[src/i2cmts_pkg.sv]
// ----------------------------------------------------------------------------
// i2cmts_pkg: shared types for the i2c master transfer sequencer
// Request and result encodings, core commands, status codes and the
// structs passed between the top level and the control unit.
// ----------------------------------------------------------------------------
package i2cmts_pkg;

    // number of buffer positions on the request side
    localparam int BYTE_SPAN = 256;

    typedef enum logic [2:0] {
        OP_LOAD_BYTE   = 3'd0,
        OP_START_WRITE = 3'd1,
        OP_START_READ  = 3'd2,
        OP_START_REG   = 3'd3,
        OP_CORE_DONE   = 3'd4,
        OP_READ_BYTE   = 3'd5
    } op_t;

    typedef enum logic [3:0] {
        CMD_NONE        = 4'd0,
        CMD_SINGLE_SEND = 4'd1,
        CMD_SEND_START  = 4'd2,
        CMD_SEND_CONT   = 4'd3,
        CMD_SEND_FINISH = 4'd4,
        CMD_SINGLE_RECV = 4'd5,
        CMD_RECV_START  = 4'd6,
        CMD_RECV_CONT   = 4'd7,
        CMD_RECV_FINISH = 4'd8
    } cmd_t;

    typedef enum logic [2:0] {
        ST_OK        = 3'd0,
        ST_COMPLETE  = 3'd1,
        ST_FAILED    = 3'd2,
        ST_REJ_BUSY  = 3'd3,
        ST_REJ_COUNT = 3'd4
    } status_t;

    typedef enum logic [1:0] {
        H_NONE  = 2'd0,
        H_WRITE = 2'd1,
        H_READ  = 2'd2
    } handler_t;

    // one captured request
    typedef struct packed {
        logic [2:0] operation;
        logic [6:0] target_address;
        logic [7:0] register_address;
        logic [7:0] byte_count;
        logic [7:0] buffer_index;
        logic [7:0] byte_value;
        logic       core_error;
        logic       core_busy;
    } item_t;

    // result fields before the buffer read data is merged in
    typedef struct packed {
        cmd_t       cmd;
        logic       tx_from_mem;
        logic [7:0] tx_byte;
        logic [6:0] bus_addr;
        logic       rd_dir;
        status_t    status;
        logic       rd_from_mem;
        logic       active;
    } res_t;

    // buffer access for one request
    typedef struct packed {
        logic       we;
        logic [7:0] waddr;
        logic [7:0] wdata;
        logic       re;
        logic [7:0] raddr;
    } mem_req_t;

endpackage

[src/i2cmts_ctrl.sv]
// ----------------------------------------------------------------------------
// i2cmts_ctrl: transfer control unit
// Holds the transfer state and decides, for one request, the core command,
// status, state update and buffer access.
// ----------------------------------------------------------------------------
module i2cmts_ctrl
    import i2cmts_pkg::*;
(
    input  logic     clk,
    input  logic     rst_n,
    input  logic     advance,
    input  item_t    item,
    output res_t     res,
    output mem_req_t mem
);

    logic [7:0] byte_index_reg, byte_index_next;
    logic [7:0] last_index_reg, last_index_next;
    handler_t   handler_reg, handler_next;
    logic       dir_read_reg, dir_read_next;
    logic       stopping_reg, stopping_next;
    logic       active_reg, active_next;
    logic       chain_reg, chain_next;
    logic [6:0] saved_addr_reg, saved_addr_next;
    logic [7:0] saved_count_reg, saved_count_next;

    op_t  op;
    logic start_busy;
    logic start_ok;
    logic is_single;
    logic saved_single;

    // request decode
    assign op           = op_t'(item.operation);
    assign start_busy   = active_reg || (item.core_busy && !stopping_reg);
    assign start_ok     = !start_busy && (item.byte_count != 8'd0);
    assign is_single    = (item.byte_count == 8'd1);
    assign saved_single = (saved_count_reg == 8'd1);

    // next state
    always_comb
    begin
        byte_index_next  = byte_index_reg;
        last_index_next  = last_index_reg;
        handler_next     = handler_reg;
        dir_read_next    = dir_read_reg;
        stopping_next    = stopping_reg;
        active_next      = active_reg;
        chain_next       = chain_reg;
        saved_addr_next  = saved_addr_reg;
        saved_count_next = saved_count_reg;
        case (op)
            OP_START_WRITE:
            begin
                if (start_ok)
                begin
                    active_next     = 1'b1;
                    stopping_next   = 1'b0;
                    chain_next      = 1'b0;
                    dir_read_next   = 1'b0;
                    last_index_next = item.byte_count - 8'd1;
                    byte_index_next = 8'd1;
                    handler_next    = is_single ? H_NONE : H_WRITE;
                end
            end
            OP_START_READ:
            begin
                if (start_ok)
                begin
                    active_next     = 1'b1;
                    chain_next      = 1'b0;
                    stopping_next   = 1'b0;
                    byte_index_next = 8'd0;
                    last_index_next = item.byte_count - 8'd1;
                    dir_read_next   = 1'b1;
                    handler_next    = is_single ? H_NONE : H_READ;
                end
            end
            OP_START_REG:
            begin
                if (start_ok)
                begin
                    active_next      = 1'b1;
                    saved_addr_next  = item.target_address;
                    saved_count_next = item.byte_count;
                    chain_next       = 1'b1;
                    stopping_next    = 1'b0;
                    dir_read_next    = 1'b0;
                    byte_index_next  = 8'd1;
                    last_index_next  = 8'd0;
                    handler_next     = H_NONE;
                end
            end
            OP_CORE_DONE:
            begin
                if (active_reg)
                begin
                    if (handler_reg == H_NONE)
                    begin
                        stopping_next = 1'b1;
                    end
                    if (item.core_error)
                    begin
                        handler_next = H_NONE;
                        active_next  = 1'b0;
                        chain_next   = 1'b0;
                    end
                    else
                    begin
                        case (handler_reg)
                            H_WRITE:
                            begin
                                if (byte_index_reg == last_index_reg)
                                begin
                                    handler_next = H_NONE;
                                end
                                byte_index_next = byte_index_reg + 8'd1;
                            end
                            H_READ:
                            begin
                                if (byte_index_reg == last_index_reg - 8'd1)
                                begin
                                    handler_next = H_NONE;
                                end
                                byte_index_next = byte_index_reg + 8'd1;
                            end
                            default:
                            begin
                                if (chain_reg)
                                begin
                                    // register address sent, now the read phase
                                    chain_next      = 1'b0;
                                    stopping_next   = 1'b0;
                                    byte_index_next = 8'd0;
                                    last_index_next = saved_count_reg - 8'd1;
                                    dir_read_next   = 1'b1;
                                    handler_next    = saved_single ? H_NONE : H_READ;
                                end
                                else
                                begin
                                    active_next = 1'b0;
                                end
                            end
                        endcase
                    end
                end
            end
            default:
            begin
            end
        endcase
    end

    // result fields and buffer access
    always_comb
    begin
        res         = '0;
        res.cmd     = CMD_NONE;
        res.status  = ST_OK;
        res.active  = active_next;
        mem         = '0;
        mem.waddr   = item.buffer_index;
        mem.wdata   = item.byte_value;
        mem.raddr   = item.buffer_index;
        case (op)
            OP_LOAD_BYTE:
            begin
                mem.we = 1'b1;
            end
            OP_READ_BYTE:
            begin
                mem.re          = 1'b1;
                res.rd_from_mem = 1'b1;
            end
            OP_START_WRITE, OP_START_READ, OP_START_REG:
            begin
                if (start_busy)
                begin
                    res.status = ST_REJ_BUSY;
                end
                else if (item.byte_count == 8'd0)
                begin
                    res.status = ST_REJ_COUNT;
                end
                else
                begin
                    res.bus_addr = item.target_address;
                    case (op)
                        OP_START_WRITE:
                        begin
                            mem.re          = 1'b1;
                            mem.raddr       = 8'd0;
                            res.tx_from_mem = 1'b1;
                            res.cmd         = is_single ? CMD_SINGLE_SEND : CMD_SEND_START;
                        end
                        OP_START_READ:
                        begin
                            res.cmd    = is_single ? CMD_SINGLE_RECV : CMD_RECV_START;
                            res.rd_dir = 1'b1;
                        end
                        default:
                        begin
                            res.cmd     = CMD_SINGLE_SEND;
                            res.tx_byte = item.register_address;
                        end
                    endcase
                end
            end
            OP_CORE_DONE:
            begin
                if (active_reg)
                begin
                    // final received byte is stored even on error
                    if (handler_reg == H_NONE && dir_read_reg)
                    begin
                        mem.we    = 1'b1;
                        mem.waddr = byte_index_reg;
                    end
                    if (item.core_error)
                    begin
                        res.status = ST_FAILED;
                    end
                    else
                    begin
                        case (handler_reg)
                            H_WRITE:
                            begin
                                mem.re          = 1'b1;
                                mem.raddr       = byte_index_reg;
                                res.tx_from_mem = 1'b1;
                                res.cmd = (byte_index_reg == last_index_reg) ?
                                          CMD_SEND_FINISH : CMD_SEND_CONT;
                            end
                            H_READ:
                            begin
                                mem.we    = 1'b1;
                                mem.waddr = byte_index_reg;
                                res.cmd = (byte_index_reg == last_index_reg - 8'd1) ?
                                          CMD_RECV_FINISH : CMD_RECV_CONT;
                            end
                            default:
                            begin
                                if (chain_reg)
                                begin
                                    res.cmd      = saved_single ? CMD_SINGLE_RECV
                                                                : CMD_RECV_START;
                                    res.bus_addr = saved_addr_reg;
                                    res.rd_dir   = 1'b1;
                                end
                                else
                                begin
                                    res.status = ST_COMPLETE;
                                end
                            end
                        endcase
                    end
                end
            end
            default:
            begin
            end
        endcase
    end

    // state registers
    always_ff @(posedge clk or negedge rst_n)
    begin
        if (!rst_n)
        begin
            byte_index_reg  <= 8'd0;
            last_index_reg  <= 8'd0;
            handler_reg     <= H_NONE;
            dir_read_reg    <= 1'b0;
            stopping_reg    <= 1'b0;
            active_reg      <= 1'b0;
            chain_reg       <= 1'b0;
            saved_addr_reg  <= 7'd0;
            saved_count_reg <= 8'd0;
        end
        else if (advance)
        begin
            byte_index_reg  <= byte_index_next;
            last_index_reg  <= last_index_next;
            handler_reg     <= handler_next;
            dir_read_reg    <= dir_read_next;
            stopping_reg    <= stopping_next;
            active_reg      <= active_next;
            chain_reg       <= chain_next;
            saved_addr_reg  <= saved_addr_next;
            saved_count_reg <= saved_count_next;
        end
    end

endmodule

[src/i2c_master_transfer_sequencer.sv]
// ----------------------------------------------------------------------------
// i2c_master_transfer_sequencer: byte transfer sequencer for an i2c master
// Turns buffer loads, transfer starts and core done events into core
// commands, with a byte buffer for sent and received data.
// ----------------------------------------------------------------------------
// Every request gives exactly one result. The block takes one request per
// clock while no result is held stalled; an accepted request goes through
// the input register, then the result register with the buffer read.
// The byte buffer is a single memory with one write and one registered read
// port; buffer positions wrap modulo BUFFER_DEPTH. A request waits in the
// input register only while the result register holds a stalled result.
module i2c_master_transfer_sequencer
    import i2cmts_pkg::*;
#(
    parameter int BUFFER_DEPTH = 256
)
(
    input  logic       clk,
    input  logic       rst_n,
    input  logic       in_valid,
    output logic       in_stall,
    input  logic [2:0] operation,
    input  logic [6:0] target_address,
    input  logic [7:0] register_address,
    input  logic [7:0] byte_count,
    input  logic [7:0] buffer_index,
    input  logic [7:0] byte_value,
    input  logic       core_error,
    input  logic       core_busy,
    output logic       out_valid,
    input  logic       out_stall,
    output logic [3:0] core_command,
    output logic [7:0] tx_byte,
    output logic [6:0] bus_address,
    output logic       read_direction,
    output logic [2:0] status,
    output logic [7:0] read_byte,
    output logic       transfer_active
);

    localparam int AW = (BUFFER_DEPTH > 1) ? $clog2(BUFFER_DEPTH) : 1;

    typedef logic [AW-1:0] slot_map_t [BYTE_SPAN];

    // position to buffer slot, worked out at elaboration
    function automatic slot_map_t slot_map_init();
        slot_map_t m;
        for (int i = 0; i < BYTE_SPAN; i++)
        begin
            m[i] = AW'(i % BUFFER_DEPTH);
        end
        return m;
    endfunction

    localparam slot_map_t SLOT_MAP = slot_map_init();

    logic       in_vld_reg;
    item_t      item_reg;
    logic       out_vld_reg;
    res_t       res_reg;
    logic [7:0] rdata_reg;

    logic       accept;
    logic       advance;
    res_t       res;
    mem_req_t   mem_req;

    logic [7:0] mem_array [BUFFER_DEPTH];

    // handshake
    assign advance  = in_vld_reg && (!out_vld_reg || !out_stall);
    assign in_stall = in_vld_reg && !advance;
    assign accept   = in_valid && !in_stall;

    // input register
    always_ff @(posedge clk or negedge rst_n)
    begin
        if (!rst_n)
        begin
            in_vld_reg <= 1'b0;
        end
        else if (accept)
        begin
            in_vld_reg <= 1'b1;
        end
        else if (advance)
        begin
            in_vld_reg <= 1'b0;
        end
    end

    always_ff @(posedge clk)
    begin
        if (accept)
        begin
            item_reg.operation        <= operation;
            item_reg.target_address   <= target_address;
            item_reg.register_address <= register_address;
            item_reg.byte_count       <= byte_count;
            item_reg.buffer_index     <= buffer_index;
            item_reg.byte_value       <= byte_value;
            item_reg.core_error       <= core_error;
            item_reg.core_busy        <= core_busy;
        end
    end

    // transfer control
    i2cmts_ctrl u_ctrl (
        .clk     (clk),
        .rst_n   (rst_n),
        .advance (advance),
        .item    (item_reg),
        .res     (res),
        .mem     (mem_req)
    );

    // byte buffer
    always_ff @(posedge clk)
    begin
        if (advance && mem_req.we)
        begin
            mem_array[SLOT_MAP[mem_req.waddr]] <= mem_req.wdata;
        end
        if (advance && mem_req.re)
        begin
            rdata_reg <= mem_array[SLOT_MAP[mem_req.raddr]];
        end
    end

    // result register
    always_ff @(posedge clk or negedge rst_n)
    begin
        if (!rst_n)
        begin
            out_vld_reg <= 1'b0;
        end
        else if (advance)
        begin
            out_vld_reg <= 1'b1;
        end
        else if (!out_stall)
        begin
            out_vld_reg <= 1'b0;
        end
    end

    always_ff @(posedge clk)
    begin
        if (advance)
        begin
            res_reg <= res;
        end
    end

    // outputs
    assign out_valid       = out_vld_reg;
    assign core_command    = res_reg.cmd;
    assign tx_byte         = res_reg.tx_from_mem ? rdata_reg : res_reg.tx_byte;
    assign bus_address     = res_reg.bus_addr;
    assign read_direction  = res_reg.rd_dir;
    assign status          = res_reg.status;
    assign read_byte       = res_reg.rd_from_mem ? rdata_reg : 8'd0;
    assign transfer_active = res_reg.active;

    // a command goes out only with an in-progress status
    assert property (@(posedge clk) disable iff (!rst_n)
        out_vld_reg && (res_reg.cmd != CMD_NONE) |-> (res_reg.status == ST_OK))
        else $error("core command issued with a final status");

    // a finished transfer leaves the sequencer idle
    assert property (@(posedge clk) disable iff (!rst_n)
        out_vld_reg && (res_reg.status == ST_COMPLETE || res_reg.status == ST_FAILED)
        |-> !res_reg.active)
        else $error("transfer still active after completion or failure");

    // address only travels with start commands
    assert property (@(posedge clk) disable iff (!rst_n)
        out_vld_reg && !(res_reg.cmd == CMD_SINGLE_SEND || res_reg.cmd == CMD_SEND_START
        || res_reg.cmd == CMD_SINGLE_RECV || res_reg.cmd == CMD_RECV_START)
        |-> (res_reg.bus_addr == 7'd0))
        else $error("bus address without a start command");

    // a held request is not dropped while the result side stalls
    assert property (@(posedge clk) disable iff (!rst_n)
        in_vld_reg && out_vld_reg && out_stall |=> in_vld_reg && out_vld_reg)
        else $error("request lost under output stall");

endmodule

[config.mk]
export PLATFORM = sky130hd
export DESIGN_NAME = i2c_master_transfer_sequencer
export DESIGN_NICKNAME = d
export VERILOG_FILES = /design/src/i2cmts_pkg.sv /design/src/i2cmts_ctrl.sv /design/src/i2c_master_transfer_sequencer.sv
export SDC_FILE = /design/constraint.sdc
export NUM_CORES = 2
export LEC_CHECK = 0
export ABC_AREA = 1
export BUFFER_PORTS_ARGS = -buffer_cell sky130_fd_sc_hd__buf_2
export CAP_MARGIN = 20
export CORE_MARGIN = 8
export CORE_UTILIZATION = 50
export CTS_BUF_LIST = sky130_fd_sc_hd__clkbuf_4 sky130_fd_sc_hd__clkbuf_8
export CTS_CLUSTER_DIAMETER = 40
export CTS_CLUSTER_SIZE = 16
export DETAILED_ROUTE_END_ITERATION = 16
export PLACE_DENSITY = 0.67
export SLEW_MARGIN = 20
export SYNTH_ARGS = -nofsm -noshare
export SYNTH_HDL_FRONTEND = slang
export SYNTH_SLANG_ARGS = --single-unit
[constraint.sdc]
create_clock -name clk -period 7.15 [get_ports clk]
set_input_delay 1.0725 -clock clk [delete_from_list [all_inputs] [get_ports clk]]
set_output_delay 1.0725 -clock clk [all_outputs]
set_load 0.05 [all_outputs]
Word level (Yosys, flattened, before mapping)
Memories as Yosys holds them, arrays and structs flattened. A register that Yosys moved wholly into a read port is not among the register bits.
Index checks and enable logic that the tools add are counted.
- $lt $le $gt $ge: 2
- bitwise operators: 3
- eq/ne operators: 27
- multiplexer cells: 102
- reductions and logical operators: 37
- add/sub/neg operators: 4
- operators by type and width (operator ; count):
    $mux 8 ; 21
    $mux 9 ; 10
    $pmux 8 s3 ; 2
    $mux 21 ; 2
    $mux 1 ; 31
    $mux 2 ; 13
    $sub 8x1->8 const B ; 3
    $mux 11 ; 2
    $pmux 11 s2 ; 1
    $ge 9x9->1 const B ; 2
    $ne 2x1->1 const B ; 9
    $not 8->9 ; 2
    $eq 8x1->1 const B ; 2
    $eq 8x8->1 ; 2
    $pmux 4 s2 ; 2
    $pmux 8 s2 ; 1
    $reduce_and 8->1 ; 2
    $mux 3 ; 4
    $mux 5 ; 2
    $pmux 5 s2 ; 1
    $pmux 1 s3 ; 3
    $reduce_and 9->1 ; 1
    $add 8x1->8 const B ; 1
    $logic_and 1x1->1 ; 8
    other kinds (31) ; 48
- RAM bits: 2048
- word-level logic and storage cells: 205
- flip-flop bits (word level): 109
- memory bits (read-only): 4096
- output and inout port bits: 34
- memories: 3
- memories (memory ; words ; bits a word ; rd ports ; clocked after memory_dff ; wr ports ; RTL line ; text):
    (no name shown) ; 256 ; 8 ; 1 ; 0 ; 0 ; i2c_master_transfer_sequencer.sv:126 ; rdata_reg <= mem_array[SLOT_MAP[mem_req.raddr]];
    (no name shown) ; 256 ; 8 ; 1 ; 0 ; 0 ; i2c_master_transfer_sequencer.sv:122 ; mem_array[SLOT_MAP[mem_req.waddr]] <= mem_req.wdata;
    mem_array ; 256 ; 8 ; 1 ; 1 ; 1 ; i2c_master_transfer_sequencer.sv:68 ; logic [7:0] mem_array [BUFFER_DEPTH];

Longest topological paths before layout
- depth in word-level cells: 11
- depth in mapped cells: 20
- mapped depth without buffers: 17

Hierarchy
Synthesis repeated with hierarchy kept, for this count alone.
- cells, all modules: 7608
- area, all modules: 89044.2 um^2
- by module, submodules not included (module ; cells an instance ; times used ; seq. area each (um^2) ; area each (um^2)):
    i2c_master_transfer_sequencer ; 7099 ; 1 ; 63891.3 ; 85902.4
    i2cmts_ctrl ; 509 ; 1 ; 925.9 ; 3141.8

Worst setup path after synthesis
OpenSTA, ideal clock, no wires.
- kind: in2reg
- start: input out_stall
- end: memory mem_array[254][0], enable pin
- setup slack: 2738 ps
- buffers on the path: 2
- arrival time: 4042 ps
- setup time: 370 ps
- stages on the path: 6
- required time: 6780 ps
- cell sequence: a21oi_1 a21boi_1 buf_2 nand2_1 buf_2 nor2_1
- cells in the longest elaborated chain, start to end: 6
- RTL lines (what ; RTL line ; text):
    from (decl) ; i2c_master_transfer_sequencer.sv:31 ; input logic out_stall,
    $logic_not 1->1 ; - ;
    $logic_or 1x1->1 ; i2c_master_transfer_sequencer.sv:71 ; assign advance = in_vld_reg && (!out_vld_reg || !out_stall);
    $logic_and 1x1->1 ; i2c_master_transfer_sequencer.sv:71 ;
    $logic_and 1x1->1 ; i2c_master_transfer_sequencer.sv:120 ; if (advance && mem_req.we)
    $mux 1 ; i2c_master_transfer_sequencer.sv:120 ;
    $mux 1 (implied by the code) ; i2c_master_transfer_sequencer.sv:122 ;
    to (decl) ; i2c_master_transfer_sequencer.sv:68 ;
No other way between the ends.

Worst setup path in the final report
- start: register item_reg[18] (netlist name)
- end: register rdata_reg[1], read port of mem_array, data pin
- cells in the longest elaborated chain, start to end: 8
- elaborated cells between the ends (all ways): 10
- classes of those cells: mux: 6; bitwise: 1; reduce/logical: 2; memory: 1
- RTL lines (what ; RTL line ; text):
    from (decl) ; i2c_master_transfer_sequencer.sv:58 ; item_t item_reg;
    $logic_not 8->1 (*) ; i2cmts_ctrl.sv:181 ; else if (item.byte_count == 8'd0)
    $mux 9 (*) ; i2cmts_ctrl.sv:181 ;
    $mux 9 (*) ; i2cmts_ctrl.sv:177 ; if (start_busy)
    $pmux 8 s2 ; i2cmts_ctrl.sv:165 ; case (op)
    $not 8->9 (implied by the code) ; i2c_master_transfer_sequencer.sv:126 ;
    $mem_v2 256x8 ; - ;
    $mux 8 (implied by the code) (2 in a row) ; i2c_master_transfer_sequencer.sv:126 ;
    to (decl) ; i2c_master_transfer_sequencer.sv:61 ; logic [7:0] rdata_reg;
Every way passes the cells marked *; elsewhere a longest branch is shown, timed or not. The select of a mux whose other input is x is not followed.
A chain may end at the register's enable or synchronous reset.

==> impl_metrics.yaml <==
logic_synthesis:
  async_flop_share_pct: 1.80
  yosysMostFrequentCell: "edfxtp_1"
  syn_area_per_cell_um2: 11.1
  synth_cell_types: 40
  syn-num-nets: 8661
  yosysSeqAreaShare_pct: 68.0
  synth-seq-cells: 2165
  synth_top_area_cell: "edfxtp_1"
  synth_area_leaders: "edfxtp_1 (67%), nand3_1 (11%), nand2_1 (6.5%)"
  synth_flop_cell: "edfxtp_1"
  synth_area_um2: 95300
  synth-edff-count: 2126
  yosys_warnings: 0
  synth_common_cells: "edfxtp_1 (2,126), nand3_1 (2,012), nand2_1 (1,646), inv_1 (962), nand3b_1 (603)"
  synthCells: 8604
  synth_top_area_share_pct: 67.0
timing:
  hold_viol_final: 0
  min_period_ps: 5220
  final-setup-viol-count: 0
  fin_worst_skew_ps: 58.0
  fin_tns_setup_ps: 0
  rsz0062_at_grt: "false"
  fin_ws_ps: 1930
  tightest_slew_ps: 1320
  max_slew_margin_pct: 11.8
  period_share_pct: 72.9
  final_max_slew_viol_count: 0
  fmax_mhz: 192
power:
  max-vdd-ir-drop_mv: 0.187
  internal-power_mw: 20.3
  pwr-share-clk_pct: 36.7
  p_seq_share_pct: 50.0
  p_leak_nw: 39.2
  p_sw_mw: 8.16
  power_density_nw_per_um2: 274
  p_comb_share_pct: 13.3
  sw_frac_of_total_pct: 28.7
cells_and_area:
  final_cells: 11212
  largest_reg_flops: 2048
  drive_above_1_share_pct: 8.25
  syn_to_final_growth_pct: 8.76
  fin_util_pct: 54.6
  final_area_um2: 104000
  nets: 8531
critical_path:
  critPathKind: "flop to flop"
  path_cells: "inv_1 -> ha_1 -> nand2_1 -> nor2_1 -> nor2_2 -> nand2_1 -> nand2_2 -> o22ai_4 -> buf_4 -> inv_4 -> buf_12 -> nand3_1 -> nand3_1 -> nand3_1 -> nand3_1 -> nand3_1 -> nand2_1"
  cpMostUsedCell: "nand3_1"
  cp-start-kind: "flop"
  crit_fanout: 88
  crit_path_end_kind: "flop"
  cp_data_required_time_ps: 7910
  crit_arrival_ps: 5980
  crit_slowest_cell: "buf_4"
  worst_path_largest_cell_delay_ps: 840
placement:
  dpl.cell_count: 10688
  routabilityCongestion: 0.887
  detailed_place.area_um2: 97200
  dp_hpwl_um: 141000
  pre_cts_slack_ps: 1890
  port_buffers: 81
clock_tree:
  cts_hold_buf: 0
  clk_latency_ps: 1030
  postCtsSetupBuffers: 0
  clockBufferDepth: 4
  htreeDepth: 5
  ctsResizeCount: 0
  cts_made_buffers: 295
  cts_tree: "yes"
  ctsRootBufferMaster: "clkbuf_8"
  path_clk_slew_ps: 90
  cts.sinks: 2165
detailed_routing:
  totalWireLength_um: 259000
  first_pass_iters: 6
  vias: 65119
  drt_iter0_drc: 8354
  drtAntennaViolNets: 0
  post-route-drc-count: 0
  viasPerCell: 5.81
  wl_per_cell_um: 23.1
die:
  rows: 160
  coreArea_um2: 190000
  io_pins: 82
  die_h_um: 453
  initial_utilization_pct: 50.2
  die_w_um: 453
  die-area_um2: 205000
grt:
  antenna_found_initial: 8
  overflow: 0
  grtUsageTotal_pct: 24.6
  grt_pass1_wl_um: 389000
  grt_max_degree: 205
  grt_pass1_vias: 62371
min_path:
  hold_path_class: "primary input to asynchronous set/reset pin"
outcome:
  status: "finished, final reports clean"
run:
  cap_viol_max_count: 0
[cell type report]
type | count | area, um^2
fillers | 15869 | 86100
flip-flops and latches | 2165 | 64800
multi-input cells | 4868 | 24100
clock buffers | 317 | 4260
inverters | 969 | 3650
well taps | 2511 | 3140
clock inverters | 200 | 2140
repair buffers | 175 | 1510
diodes | 7 | 17.5
[per-stage QoR]
stage | power [mW] | hold slack [ps]
after detailed placement | 18.2 | 475
after CTS | 28.5 | 120
after global placement | 18.2 | 468
after floorplan | 17.1 | 433
after global routing | 29.4 | 146
final | 28.5 | 191
[per-layer routing]
metal  global-route usage [%]  routed length (um)  part of all wire [%]
met1                     34.2              104000                    40
met2                     38.7              120000                    46
met3                     4.52               25000                   9.7
met4                     9.35               10000                   3.9
met5                        0                   0                     0
[cell families (layout without fill, tap and decap cells)]
kind of cell,after synthesis,count (layout),share of synthesized area (%)
DFF,2165,2165,68.0
AOI/OAI and AO/OA,211,211,1.45
and+or+nand+nor,4622,4622,23.3
other,0,7,0
muxes,8,8,0.0945
buffers and inverters,1571,1661,6.86
adders and majority gates,9,9,0.118
xor gates and xnor gates,18,18,0.165
[cell usage in the layout (no fill, tap or decap), drive strengths merged, types with 58 or more instances in the layout]
cell	synthesis	final
edfxtp	2126	2126
nand3	2013	2013
nand2	1650	1650
inv	969	1035
nand3b	603	603
nor2	338	338
clkbuf	119	317
buf	483	175
o211ai	113	113
clkinv	0	78
o21ai	58	58
[worst paths after layout]
kind | startpoint | endpoint | slack [ps] | depth (start not counted)
worst min-delay path | rst_n | u_ctrl.byte_index_reg[1] | 190 | 1
worst max-delay path | item_reg[18] | rdata_reg[1] | 1930 | 17
max in group asynchronous | rst_n | u_ctrl.saved_count_reg[1] | 6370 | 1
worst min register to register | u_ctrl.saved_addr_reg[4] | u_ctrl.saved_addr_reg[4] | 490 | 2
min in group clk | buffer_index[6] | item_reg[16] | 220 | 1
worst max register to register | item_reg[18] | rdata_reg[1] | 1930 | 17
[power groups by stage]
stage	Clock [mW]	Combinational, mW	Sequential (mW)
after floorplan	0	2.42	14.6
after global placement	0	3.69	14.5
after detailed placement	0	3.73	14.5
after CTS	10.5	3.74	14.2
after global routing	11.0	4.10	14.2
final	10.4	3.80	14.2
[critical path: cells and delay by family (launching register included)]
family                     cells  cell delay [ps]
AOI/OAI and AO/OA              1              160
buffers and inverters          4             1880
adders and majority gates      1              190
and+or+nand+nor               11             2110
DFF                            1              420
(Power assumes the default switching activity.)
